==> config.mk <==
export PLATFORM = sky130hd
export DESIGN_NAME = led_linear_fade_engine
export DESIGN_NICKNAME = d
export VERILOG_FILES = /design/src/rtl/core/lfe_pkg.sv /design/src/rtl/core/lfe_div.sv /design/src/rtl/core/lfe_datapath.sv /design/src/rtl/core/lfe_ctrl.sv /design/src/rtl/core/led_linear_fade_engine.sv
export SDC_FILE = /design/constraint.sdc
export NUM_CORES = 2
export LEC_CHECK = 0
export ABC_AREA = 1
export ABC_CLOCK_PERIOD_IN_PS = 13300
export BUFFER_PORTS_ARGS = -buffer_cell sky130_fd_sc_hd__buf_2
export CAP_MARGIN = 15
export CORE_ASPECT_RATIO = 1.4
export CORE_UTILIZATION = 55
export CTS_CLUSTER_SIZE = 20
export DETAILED_ROUTE_END_ITERATION = 8
export PLACE_DENSITY = 0.71
export SLEW_MARGIN = 20
export SYNTH_ARGS = -nofsm -noshare
export SYNTH_HDL_FRONTEND = slang
export SYNTH_SLANG_ARGS = --single-unit
==> constraint.sdc <==
create_clock -name clk -period 13.3 [get_ports clk]
set_clock_uncertainty 0.1 [all_clocks]
set_input_delay 1.33 -clock clk [delete_from_list [all_inputs] [get_ports clk]]
set_output_delay 1.33 -clock clk [all_outputs]
set_load 0.03 [all_outputs]
==> src/rtl/core/lfe_pkg.sv <==
package lfe_pkg;

    localparam int MAX_LEDS     = 16;
    localparam int CHANNEL_BITS = 12;
    localparam int NUM_CHANNELS = 3;

    localparam int LED_W    = (MAX_LEDS > 1) ? $clog2(MAX_LEDS) : 1;
    localparam int CNT_W    = $clog2(MAX_LEDS + 1);
    localparam int STRIDE_W = CHANNEL_BITS + 1;

    // Field and register widths of the ports.
    localparam int IDX_W      = 4;
    localparam int OP_W       = 2;
    localparam int STEP_W     = 12;
    localparam int LCNT_W     = 5;
    localparam int CFG_W      = 12;
    localparam int CFG_ADDR_W = 1;
    localparam int TDATA_W    = ((IDX_W + NUM_CHANNELS * CHANNEL_BITS + 7) / 8) * 8;

    typedef logic [CHANNEL_BITS-1:0]                chan_t;
    typedef logic signed [STRIDE_W-1:0]             stride_t;
    typedef logic [NUM_CHANNELS-1:0][CHANNEL_BITS-1:0] color_t;
    typedef logic [NUM_CHANNELS-1:0][STRIDE_W-1:0]  stride_vec_t;
    typedef logic [STEP_W-1:0]                      step_t;

    typedef enum logic [OP_W-1:0] {
        OP_SET  = 2'd0,
        OP_LOAD = 2'd1,
        OP_TICK = 2'd2
    } op_t;

    localparam logic [CFG_ADDR_W-1:0] REG_STEP_COUNT = 1'b0;
    localparam logic [CFG_ADDR_W-1:0] REG_LED_COUNT  = 1'b1;

    typedef struct packed {
        logic             set_wr;
        logic             load_start;
        logic             load_wr;
        logic             tick_start;
        logic             upd_en;
        logic             emit_en;
        logic             last;
        logic [LED_W-1:0] led;
    } ctrl_cmd_t;

    typedef struct packed {
        logic             div_done;
        logic             out_free;
        logic             idx_ok;
        logic [CNT_W-1:0] led_total;
    } dp_status_t;

    // One tick of one channel: snap when within one stride, else step and clamp.
    function automatic chan_t chan_step(chan_t cur, chan_t tgt, stride_t st);
        logic signed [STRIDE_W-1:0] diff;
        logic signed [STRIDE_W:0]   sum;
        chan_t                      adiff;
        chan_t                      ast;
        chan_t                      res;
        diff  = $signed({1'b0, cur}) - $signed({1'b0, tgt});
        adiff = diff[STRIDE_W-1] ? chan_t'(-diff) : chan_t'(diff);
        ast   = st[STRIDE_W-1] ? chan_t'(-st) : chan_t'(st);
        sum   = $signed({2'b00, cur}) + $signed({st[STRIDE_W-1], st});
        if (adiff <= ast)
            res = tgt;
        else if (sum[STRIDE_W])
            res = '0;
        else if (sum[STRIDE_W-1])
            res = '1;
        else
            res = sum[CHANNEL_BITS-1:0];
        return res;
    endfunction

endpackage

==> src/rtl/core/lfe_div.sv <==
module lfe_div (
    input  logic          clk,
    input  logic          rst_n,
    input  logic          start,
    input  lfe_pkg::chan_t dividend,
    input  lfe_pkg::step_t divisor,
    output logic          done,
    output lfe_pkg::chan_t quotient
);
    import lfe_pkg::*;

    localparam int ITER_W = (CHANNEL_BITS > 1) ? $clog2(CHANNEL_BITS) : 1;

    logic              busy_reg;
    logic              done_reg;
    logic [ITER_W-1:0] iter_reg;
    step_t             rem_reg;
    chan_t             quo_reg;

    logic [STEP_W:0]   trial;
    logic              fits;
    step_t             rem_next;

    // Restoring division, one quotient bit per cycle.
    always_comb
    begin
        trial    = {rem_reg, quo_reg[CHANNEL_BITS-1]};
        fits     = (trial >= {1'b0, divisor});
        rem_next = fits ? STEP_W'(trial - {1'b0, divisor}) : trial[STEP_W-1:0];
    end

    always_ff @(posedge clk or negedge rst_n)
    begin
        if (!rst_n)
        begin
            busy_reg <= 1'b0;
            done_reg <= 1'b0;
            iter_reg <= '0;
            rem_reg  <= '0;
            quo_reg  <= '0;
        end
        else if (start)
        begin
            busy_reg <= 1'b1;
            done_reg <= 1'b0;
            iter_reg <= '0;
            rem_reg  <= '0;
            quo_reg  <= dividend;
        end
        else if (busy_reg)
        begin
            rem_reg <= rem_next;
            quo_reg <= {quo_reg[CHANNEL_BITS-2:0], fits};
            if (iter_reg == ITER_W'(CHANNEL_BITS - 1))
            begin
                busy_reg <= 1'b0;
                done_reg <= 1'b1;
            end
            else
            begin
                iter_reg <= iter_reg + ITER_W'(1);
            end
        end
        else
        begin
            done_reg <= 1'b0;
        end
    end

    assign done     = done_reg;
    assign quotient = quo_reg;

endmodule

==> src/rtl/core/lfe_datapath.sv <==
module lfe_datapath (
    input  logic                                clk,
    input  logic                                rst_n,
    input  lfe_pkg::ctrl_cmd_t                  cmd,
    output lfe_pkg::dp_status_t                 status,
    input  logic                                cfg_we,
    input  logic [lfe_pkg::CFG_ADDR_W-1:0]      cfg_addr,
    input  logic [lfe_pkg::CFG_W-1:0]           cfg_wdata,
    input  logic [lfe_pkg::IDX_W-1:0]           in_idx,
    input  lfe_pkg::color_t                     in_color,
    output logic [lfe_pkg::TDATA_W-1:0]         m_tdata,
    output logic                                m_tvalid,
    output logic                                m_tlast,
    output logic                                m_tuser,
    input  logic                                m_tready
);
    import lfe_pkg::*;

    color_t      cur_reg    [MAX_LEDS];
    color_t      tgt_reg    [MAX_LEDS];
    stride_vec_t st_reg     [MAX_LEDS];

    step_t               step_reg;
    logic [LCNT_W-1:0]   lcnt_reg;

    logic [LED_W-1:0]        ld_led_reg;
    color_t                  ld_tgt_reg;
    logic [NUM_CHANNELS-1:0] ld_neg_reg;
    logic [NUM_CHANNELS-1:0] ld_nz_reg;

    logic                all_hit_reg;
    logic                m_tvalid_reg;
    logic                m_tlast_reg;
    logic                m_tuser_reg;
    logic [TDATA_W-1:0]  m_tdata_reg;

    logic [LED_W-1:0]    rd_led;
    color_t              rd_cur;
    color_t              rd_tgt;
    stride_vec_t         rd_st;
    step_t               divisor;
    logic signed [STRIDE_W-1:0] delta [NUM_CHANNELS];
    chan_t               abs_dist [NUM_CHANNELS];
    chan_t               quo      [NUM_CHANNELS];
    logic [NUM_CHANNELS-1:0] div_done_vec;
    color_t              upd_color_next;
    stride_vec_t         stride_next;
    chan_t               mag;
    logic                upd_hit;
    logic [TDATA_W-1:0]  m_tdata_next;

    // The load reads the addressed LED; update and emit read the walked LED.
    assign rd_led  = cmd.load_start ? LED_W'(in_idx) : cmd.led;
    assign rd_cur  = cur_reg[rd_led];
    assign rd_tgt  = tgt_reg[cmd.led];
    assign rd_st   = st_reg[cmd.led];
    assign divisor = (step_reg == '0) ? STEP_W'(1) : step_reg;

    always_comb
    begin
        upd_hit = 1'b1;
        mag     = '0;
        for (int c = 0; c < NUM_CHANNELS; c++)
        begin
            delta[c]    = $signed({1'b0, in_color[c]}) - $signed({1'b0, rd_cur[c]});
            abs_dist[c] = delta[c][STRIDE_W-1] ? chan_t'(-delta[c]) : chan_t'(delta[c]);

            upd_color_next[c] = chan_step(rd_cur[c], rd_tgt[c], rd_st[c]);
            if (upd_color_next[c] != rd_tgt[c])
                upd_hit = 1'b0;

            // A nonzero distance always moves by at least one code.
            mag = (quo[c] == '0 && ld_nz_reg[c]) ? chan_t'(1) : quo[c];
            stride_next[c] = ld_neg_reg[c] ? -stride_t'({1'b0, mag}) : stride_t'({1'b0, mag});
        end
    end

    for (genvar g = 0; g < NUM_CHANNELS; g++)
    begin : g_div
        lfe_div u_div (
            .clk      (clk),
            .rst_n    (rst_n),
            .start    (cmd.load_start),
            .dividend (abs_dist[g]),
            .divisor  (divisor),
            .done     (div_done_vec[g]),
            .quotient (quo[g])
        );
    end

    always_ff @(posedge clk or negedge rst_n)
    begin
        if (!rst_n)
        begin
            cur_reg  <= '{default: '0};
            tgt_reg  <= '{default: '0};
            st_reg   <= '{default: '0};
            step_reg <= STEP_W'(1);
            lcnt_reg <= LCNT_W'(MAX_LEDS);
        end
        else
        begin
            if (cfg_we && cfg_addr == REG_STEP_COUNT)
                step_reg <= cfg_wdata[STEP_W-1:0];
            if (cfg_we && cfg_addr == REG_LED_COUNT)
                lcnt_reg <= cfg_wdata[LCNT_W-1:0];

            if (cmd.set_wr)
                cur_reg[LED_W'(in_idx)] <= in_color;
            else if (cmd.upd_en)
                cur_reg[cmd.led] <= upd_color_next;

            if (cmd.load_wr)
            begin
                tgt_reg[ld_led_reg] <= ld_tgt_reg;
                st_reg[ld_led_reg]  <= stride_next;
            end
        end
    end

    always_ff @(posedge clk)
    begin
        if (cmd.load_start)
        begin
            ld_led_reg <= LED_W'(in_idx);
            ld_tgt_reg <= in_color;
            for (int c = 0; c < NUM_CHANNELS; c++)
            begin
                ld_neg_reg[c] <= delta[c][STRIDE_W-1];
                ld_nz_reg[c]  <= (delta[c] != '0);
            end
        end
    end

    // The all-at-target flag is gathered over the update pass and then
    // repeated on every result of the emit pass.
    always_ff @(posedge clk or negedge rst_n)
    begin
        if (!rst_n)
            all_hit_reg <= 1'b1;
        else if (cmd.tick_start)
            all_hit_reg <= 1'b1;
        else if (cmd.upd_en)
            all_hit_reg <= all_hit_reg & upd_hit;
    end

    always_comb
    begin
        m_tdata_next = '0;
        m_tdata_next[IDX_W-1:0] = IDX_W'(cmd.led);
        for (int c = 0; c < NUM_CHANNELS; c++)
            m_tdata_next[IDX_W + c*CHANNEL_BITS +: CHANNEL_BITS] = rd_cur[c];
    end

    always_ff @(posedge clk or negedge rst_n)
    begin
        if (!rst_n)
            m_tvalid_reg <= 1'b0;
        else if (cmd.emit_en)
            m_tvalid_reg <= 1'b1;
        else if (m_tready)
            m_tvalid_reg <= 1'b0;
    end

    always_ff @(posedge clk)
    begin
        if (cmd.emit_en)
        begin
            m_tdata_reg <= m_tdata_next;
            m_tlast_reg <= cmd.last;
            m_tuser_reg <= all_hit_reg;
        end
    end

    assign m_tvalid = m_tvalid_reg;
    assign m_tdata  = m_tdata_reg;
    assign m_tlast  = m_tlast_reg;
    assign m_tuser  = m_tuser_reg;

    assign status.div_done  = &div_done_vec;
    assign status.out_free  = !m_tvalid_reg || m_tready;
    assign status.idx_ok    = (int'(in_idx) < MAX_LEDS);
    assign status.led_total = (int'(lcnt_reg) > MAX_LEDS) ? CNT_W'(MAX_LEDS) : CNT_W'(lcnt_reg);

endmodule

==> src/rtl/core/lfe_ctrl.sv <==
module lfe_ctrl (
    input  logic                 clk,
    input  logic                 rst_n,
    input  logic                 s_tvalid,
    output logic                 s_tready,
    input  lfe_pkg::op_t         op,
    input  lfe_pkg::dp_status_t  status,
    output lfe_pkg::ctrl_cmd_t   cmd
);
    import lfe_pkg::*;

    typedef enum logic [1:0] {
        ST_IDLE,
        ST_DIV,
        ST_UPDATE,
        ST_EMIT
    } state_t;

    state_t           state_reg;
    state_t           state_next;
    logic [LED_W-1:0] led_reg;
    logic [LED_W-1:0] led_next;
    logic             rdy_reg;
    logic             accept;
    logic             at_last;

    assign accept  = s_tvalid && rdy_reg;
    assign at_last = (CNT_W'(led_reg) + CNT_W'(1) == status.led_total);

    always_comb
    begin
        cmd        = '0;
        cmd.led    = led_reg;
        cmd.last   = at_last;
        state_next = state_reg;
        led_next   = led_reg;
        unique case (state_reg)
            ST_IDLE:
            begin
                if (accept)
                begin
                    unique case (op)
                        OP_SET:
                        begin
                            cmd.set_wr = status.idx_ok;
                        end
                        OP_LOAD:
                        begin
                            cmd.load_start = status.idx_ok;
                            if (status.idx_ok)
                                state_next = ST_DIV;
                        end
                        OP_TICK:
                        begin
                            if (status.led_total != '0)
                            begin
                                cmd.tick_start = 1'b1;
                                led_next       = '0;
                                state_next     = ST_UPDATE;
                            end
                        end
                        default:
                        begin
                            state_next = ST_IDLE;
                        end
                    endcase
                end
            end
            ST_DIV:
            begin
                if (status.div_done)
                begin
                    cmd.load_wr = 1'b1;
                    state_next  = ST_IDLE;
                end
            end
            ST_UPDATE:
            begin
                cmd.upd_en = 1'b1;
                if (at_last)
                begin
                    led_next   = '0;
                    state_next = ST_EMIT;
                end
                else
                begin
                    led_next = led_reg + LED_W'(1);
                end
            end
            ST_EMIT:
            begin
                if (status.out_free)
                begin
                    cmd.emit_en = 1'b1;
                    if (at_last)
                        state_next = ST_IDLE;
                    else
                        led_next = led_reg + LED_W'(1);
                end
            end
        endcase
    end

    always_ff @(posedge clk or negedge rst_n)
    begin
        if (!rst_n)
        begin
            state_reg <= ST_IDLE;
            led_reg   <= '0;
            rdy_reg   <= 1'b0;
        end
        else
        begin
            state_reg <= state_next;
            led_reg   <= led_next;
            rdy_reg   <= (state_next == ST_IDLE);
        end
    end

    assign s_tready = rdy_reg;

endmodule

==> src/rtl/core/led_linear_fade_engine.sv <==
// Channel   Direction  Width  Contents
// s_*       in         40+2   tdata: led_index, red, green, blue; tuser: operation
// m_*       out        40+2   tdata: led_number, red_out, green_out, blue_out;
//                             tlast: last; tuser: all_done
// cfg_*     in         1+12   cfg_addr 0 step_count, 1 led_count; no read-back
//
// A load runs through the bit-serial dividers that form the strides, one
// quotient bit per cycle. A tick walks the LEDs one per cycle through the
// single update path, then one per cycle through the output register.
// Output stalls hold the emit pass; no input is taken until the last result
// is in the output register. Reset clears all colors, targets and strides
// at once and sets step_count to 1 and led_count to 16.
module led_linear_fade_engine (
    input  logic                              clk,
    input  logic                              rst_n,
    input  logic                              s_tvalid,
    output logic                              s_tready,
    input  logic [lfe_pkg::TDATA_W-1:0]       s_tdata,   // led_index, red, green, blue
    input  logic [lfe_pkg::OP_W-1:0]          s_tuser,   // operation
    output logic                              m_tvalid,
    input  logic                              m_tready,
    output logic [lfe_pkg::TDATA_W-1:0]       m_tdata,   // led_number, red_out, green_out, blue_out
    output logic                              m_tlast,
    output logic                              m_tuser,   // all_done
    input  logic                              cfg_we,
    input  logic [lfe_pkg::CFG_ADDR_W-1:0]    cfg_addr,
    input  logic [lfe_pkg::CFG_W-1:0]         cfg_wdata
);
    import lfe_pkg::*;

    ctrl_cmd_t         cmd;
    dp_status_t        status;
    logic [IDX_W-1:0]  in_idx;
    color_t            in_color;

    always_comb
    begin
        in_idx = s_tdata[IDX_W-1:0];
        for (int c = 0; c < NUM_CHANNELS; c++)
            in_color[c] = s_tdata[IDX_W + c*CHANNEL_BITS +: CHANNEL_BITS];
    end

    lfe_ctrl u_ctrl (
        .clk      (clk),
        .rst_n    (rst_n),
        .s_tvalid (s_tvalid),
        .s_tready (s_tready),
        .op       (op_t'(s_tuser)),
        .status   (status),
        .cmd      (cmd)
    );

    lfe_datapath u_datapath (
        .clk       (clk),
        .rst_n     (rst_n),
        .cmd       (cmd),
        .status    (status),
        .cfg_we    (cfg_we),
        .cfg_addr  (cfg_addr),
        .cfg_wdata (cfg_wdata),
        .in_idx    (in_idx),
        .in_color  (in_color),
        .m_tdata   (m_tdata),
        .m_tvalid  (m_tvalid),
        .m_tlast   (m_tlast),
        .m_tuser   (m_tuser),
        .m_tready  (m_tready)
    );

endmodule

---- Yosys cells after proc, flatten, opt, wreduce, memory -nomap -nowiden ----
Cells that the tools add are included.
W data, S select, Z words.
word-level totals
  bits in registers ....................... 1980
  input bits .............................. 60
operators by class
  add/sub/neg operators ................... 29
  $lt $le $gt $ge ......................... 14
  eq/ne operators ......................... 23
  mux-type cells .......................... 127
  bitwise gates (word level) .............. 6
  reduce and logical (&&, ||, !) cells .... 34
operators by type and width
  cell                  number
  $bwmux W576           3
  $mux W576             2
  $bwmux W624           1
  $mux W12              37
  $demux W36 S4         3
  $bmux W36 S4          2
  $mux W36              7
  $bmux W39 S4          1
  $demux W39 S4         1
  $mux W39              3
  $neg A12 Y12          9
  $sub A12 B12 Y13      6
  $mux W4               16
  $logic_not A12 Y1     4
  $add A13 B13 Y14      3
  $ge A13 B12 Y1        3
  $mux W13              3
  $neg A12 Y13          3
  $reduce_bool A13 Y1   3
  $le A12 B12 Y1        3
  $mux W1               36
  $ne A12 B12 Y1        3
  $sub A12 B12 Y12      3
  $ge A5 B5 Y1 const B  4
  29 further kinds      74

---- Logic depth before layout (Yosys ltp) ----
  depth after elaboration ................. 21
  depth in mapped cells ................... 56
  mapped depth without buffers ............ 51

---- Hierarchy ----
From an unflattened synthesis, not the netlist that was laid out.
unflattened totals
  cell total of the unflattened synthesis .. 13040
  area, all modules ....................... 103971.0 um2
by module, submodules not included
  module        instances  cells each  area an instance (um2)  sequential area each (um2)
  lfe_datapath  1          12027       96685.2                 47564.4
  lfe_div       3          307         2228.4                  750.7
  lfe_ctrl      1          92          600.6                   175.2

---- Least setup slack after synthesis ----
Ideal clock, no wire load.
  path kind ............................... input to register
  start point ............................. input s_tvalid
  end point ............................... register u_datapath.cur_reg[170] (netlist name)
  setup time .............................. 146 ps
  arrival time ............................ 6916 ps
  required time ........................... 13054 ps
  path slack .............................. 6139 ps
  stages on the path ...................... 40
  buffers on the path ..................... 4
  cell sequence ........................... nand2_1 -> inv_1 -> nand2_1 -> nor2_2 -> inv_1 -> o21ai_1 -> buf_2 -> clkbuf_1 -> o21ai_0 -> o221ai_1 -> o211ai_1 -> nand2_1 -> inv_1 -> ha_1 -> fa_1 -> o21ai_0 -> nand3_1 -> nand2_1 -> (+4 left out) -> a21oi_1 -> nor2_1 -> nor2_1 -> nand2_1 -> xor2_1 -> inv_1 -> ha_1 -> nand2_1 -> inv_1 -> nand3_1 -> nor2_1 -> inv_1 -> o21ai_1 -> clkbuf_1 -> nor2_1 -> a21oi_1 -> buf_2 -> o221ai_1
RTL lines
  item                            RTL line                      text
  start: declaration              led_linear_fade_engine.sv:16  input logic s_tvalid,
  end signal: indexed assignment  lfe_datapath.sv:109           cur_reg[LED_W'(in_idx)] <= in_color;
  end signal: indexed assignment  lfe_datapath.sv:111           cur_reg[cmd.led] <= upd_color_next;
  end: declaration                lfe_datapath.sv:19            color_t cur_reg [MAX_LEDS];

==> results by group <==
Status
  • Status: finished, final reports clean

Hold path
  • Hold Path Class: primary input to asynchronous set/reset pin

Drt
  • Routed WL: 368000 um
  • DRC: 0
  • Antenna-violating nets left: 0
  • Vias: 94000
  • Initial DRC Count: 13600
  • DRT Pass-1 Iters: 7
  • Number of vias per cell: 6.52
  • WL/cell: around 25 um

Clocking
  • Clock Latency Late Sink: slightly below 0.9 ns
  • H-tree levels: 4
  • # hold bufs at CTS: 0
  • Root buffer selected by CTS: clkbuf_16
  • Longest Clk Path Bufs: 3
  • Clock slew at reported path FFs: 0.06 ns
  • Clk sinks: around 2000
  • TritonCTS clock tree: done
  • Inserted Clock Buffers: 190
  • Post-CTS Resized: 0
  • Post-CTS Repair Setup Buffers: 0

Placement
  • DP HPWL: 214000 um
  • Placed inst area: 102000 sq um
  • Input/output buffers: 103
  • Dpl ws: 2.76 ns
  • GP Congestion: 0.974

Setup path
  • Crit path largest cell delay: 0.82 ns
  • Max FO, Critical Path: 75
  • CP startpoint kind: primary input
  • CP Class: primary input to register
  • CP required: about 14 ns
  • Setup crit end kind: register
  • Worst path arrival time: between 10 and 15 ns
  • Cell at the slowest stage of the critical path: buf_4
  • Most frequent cell on the critical path: nand2_1

Global routing
  • Grt total ovfl: 0
  • Initial antenna violation count: 13
  • GRT Util Overall: 39.2%
  • Largest net degree at the start of global routing: roughly 210
  • Global-route wire length before repair: 551000 um
  • Vias in the first global route: around 90000

Synth
  • Synthesized Nets: 12600
  • Seq/Total Area, Yosys: between 40% and 50%
  • Top-area cell type share of the netlist area: 46.7%
  • Synth Area in Adders: 2.70%
  • Ranking of synthesized cells by area: dfrtp_1, nand2_1, o21ai_0
  • Cell taking the most area after synthesis: dfrtp_1
  • Syn Area/Cell: slightly above 8 sq um
  • Netlist cell types: around 60
  • Largest family of logic cells by synthesized area: compound AO/OA/AOI/OAI gates
  • EDFF count, synth: 88
  • Simple-gate share of the synthesized area: around 18%
  • Synth Area in Compound Gates: between 20% and 30%
  • Syn Std Cell Area: 101000 sq um
  • Ys flop type: dfrtp_1
  • Synth Register Bits: 1980
  • Ys Warns: 0
  • Xor and xnor area share after synthesis: 1.73%
  • Gate Count Post-Synth: approximately 12000
  • Asr flop ratio synth: a little over nine tenths
  • Multiplexer share of the synthesized area: 0%

Finish
  • Nets@finish: around 12000
  • Commonest non-fill, non-tap cell in the layout: nand2_1
  • Max reg flops: roughly 620
  • FILL cells: 16100
  • Fin area: about 110000 sq um
  • Highest-count cells in the layout ignoring fill and taps: nand2_1, o21ai_0, dfrtp_1
  • Share of post-route cells with drive strength above 1: approximately 6.1%
  • Fin util: 59.9%
  • Area grow syn2layout: 7.76%

STA
  • Pins over their slew limit: 0
  • Final worst setup slack: 3.29 ns
  • Final Cycle Share: 75.3%
  • Slew margin rel.: 18.2%
  • Final setup viols: 0
  • Least-Margin Pin Slew: 1.23 ns
  • RSZ-0062 raised after global routing: false
  • Fmax: about 100 MHz
  • Period minus WS final: 10.01 ns
  • Final hold violations: 0
  • Total negative slack: 0 ns

Die
  • Die Height: ~510 um
  • # IOs: between 100 and 150
  • Starting Density: 55.5%
  • Num rows: 185
  • Die W: 365 um
  • Total Die Area: 186000 sq um
  • Core Region: roughly 180000 sq um

Run
  • Max Cap Violations: 0
[layout make-up]
| cell class | count | area [sq um] | share of cell area [%] |
|---|---|---|---|
| multi-input combinational | 8639 | 44500 | 40.8 |
| clock buffer | 287 | 5700 | 5.23 |
| tap | 2431 | 3040 | 2.79 |
| clock inverter | 66 | 866 | 0.794 |
| timing repair buffer | 267 | 1970 | 1.80 |
| inverter | 751 | 2950 | 2.70 |
| sequential | 1980 | 50000 | 45.9 |
| antenna | 12 | 30.0 | 0.0275 |
[cells in the mapped netlist, types with 5 or more instances]
cell type	n
buf_4	8
o21ai_2	5
xor2_1	149
buf_1	15
o21a_1	14
fa_1	12
dfrtp_1	1889
o21ai_1	41
nor2_1	1151
clkinv_1	9
o311ai_0	9
inv_1	731
o31ai_1	7
nand2_1	2917
or2_2	13
a21oi_2	21
o21bai_1	19
and2_1	6
a21oi_1	340
a22oi_1	48
o22ai_1	315
a32o_1	15
a31oi_1	11
o221ai_1	589
a221oi_1	6
inv_2	10
a32oi_1	5
nor2_2	5
buf_6	42
nand4_1	95
o211ai_1	48
nand4_2	24
nand2_2	8
o31ai_2	5
edfxtp_1	88
ha_1	199
nor4_1	5
clkbuf_1	744
o21ai_0	2139
xnor2_1	51
nand3b_1	7
nand3_1	293
buf_2	140
nor3_1	44
[worst paths after layout]
path,start,endpoint,slack (ns),cells past startpoint
min in group clk,u_datapath.tgt_reg[513],u_datapath.tgt_reg[513],0.38,2
worst min register to register,u_datapath.tgt_reg[513],u_datapath.tgt_reg[513],0.38,2
worst min-delay path,rst_n,u_datapath.st_reg[318],0.35,1
max in group asynchronous,rst_n,u_datapath.tgt_reg[197],9.44,5
worst max-delay path,s_tuser[1],u_datapath.all_hit_reg,3.29,45
worst max register to register,u_ctrl.state_reg[0],u_datapath.all_hit_reg,3.32,44
[cell families (layout without fill, tap and decap cells)]
kind of cell,after synthesis,after routing
DFF,1980,1980
AOI/OAI and AO/OA,3652,3652
buffers and inverters,1702,1371
and+or+nand+nor,4576,4576
xor gates and xnor gates,200,200
other,0,12
adders and majority gates,211,211
[per-layer routing]
| metal | GRT usage [%] | wire, um |
|---|---|---|
| met5 | 0 | 50 |
| met4 | 21.6 | 24200 |
| met3 | 10.2 | 42700 |
| met2 | 60.2 | 162000 |
| met1 | 50.8 | 139000 |
[through the flow]
step	std cells	hold WS, ns
after floorplan	12300	0.320
after global placement	14100	0.360
after detailed placement	14100	0.360
after CTS	14400	0.377
after global routing	14400	0.390
final	14400	0.349
[worst max-delay path: cells and delay by family]
family	cells	cell delay [ns]
AOI/OAI and AO/OA	9	1.50
xor gates and xnor gates	1	0.17
adders and majority gates	3	0.97
buffers and inverters	8	2.85
and+or+nand+nor	24	3.76
Power is left out: the tool's default activity adds up to more than one toggle a clock period on the data nets, which glitch-free logic cannot reach.
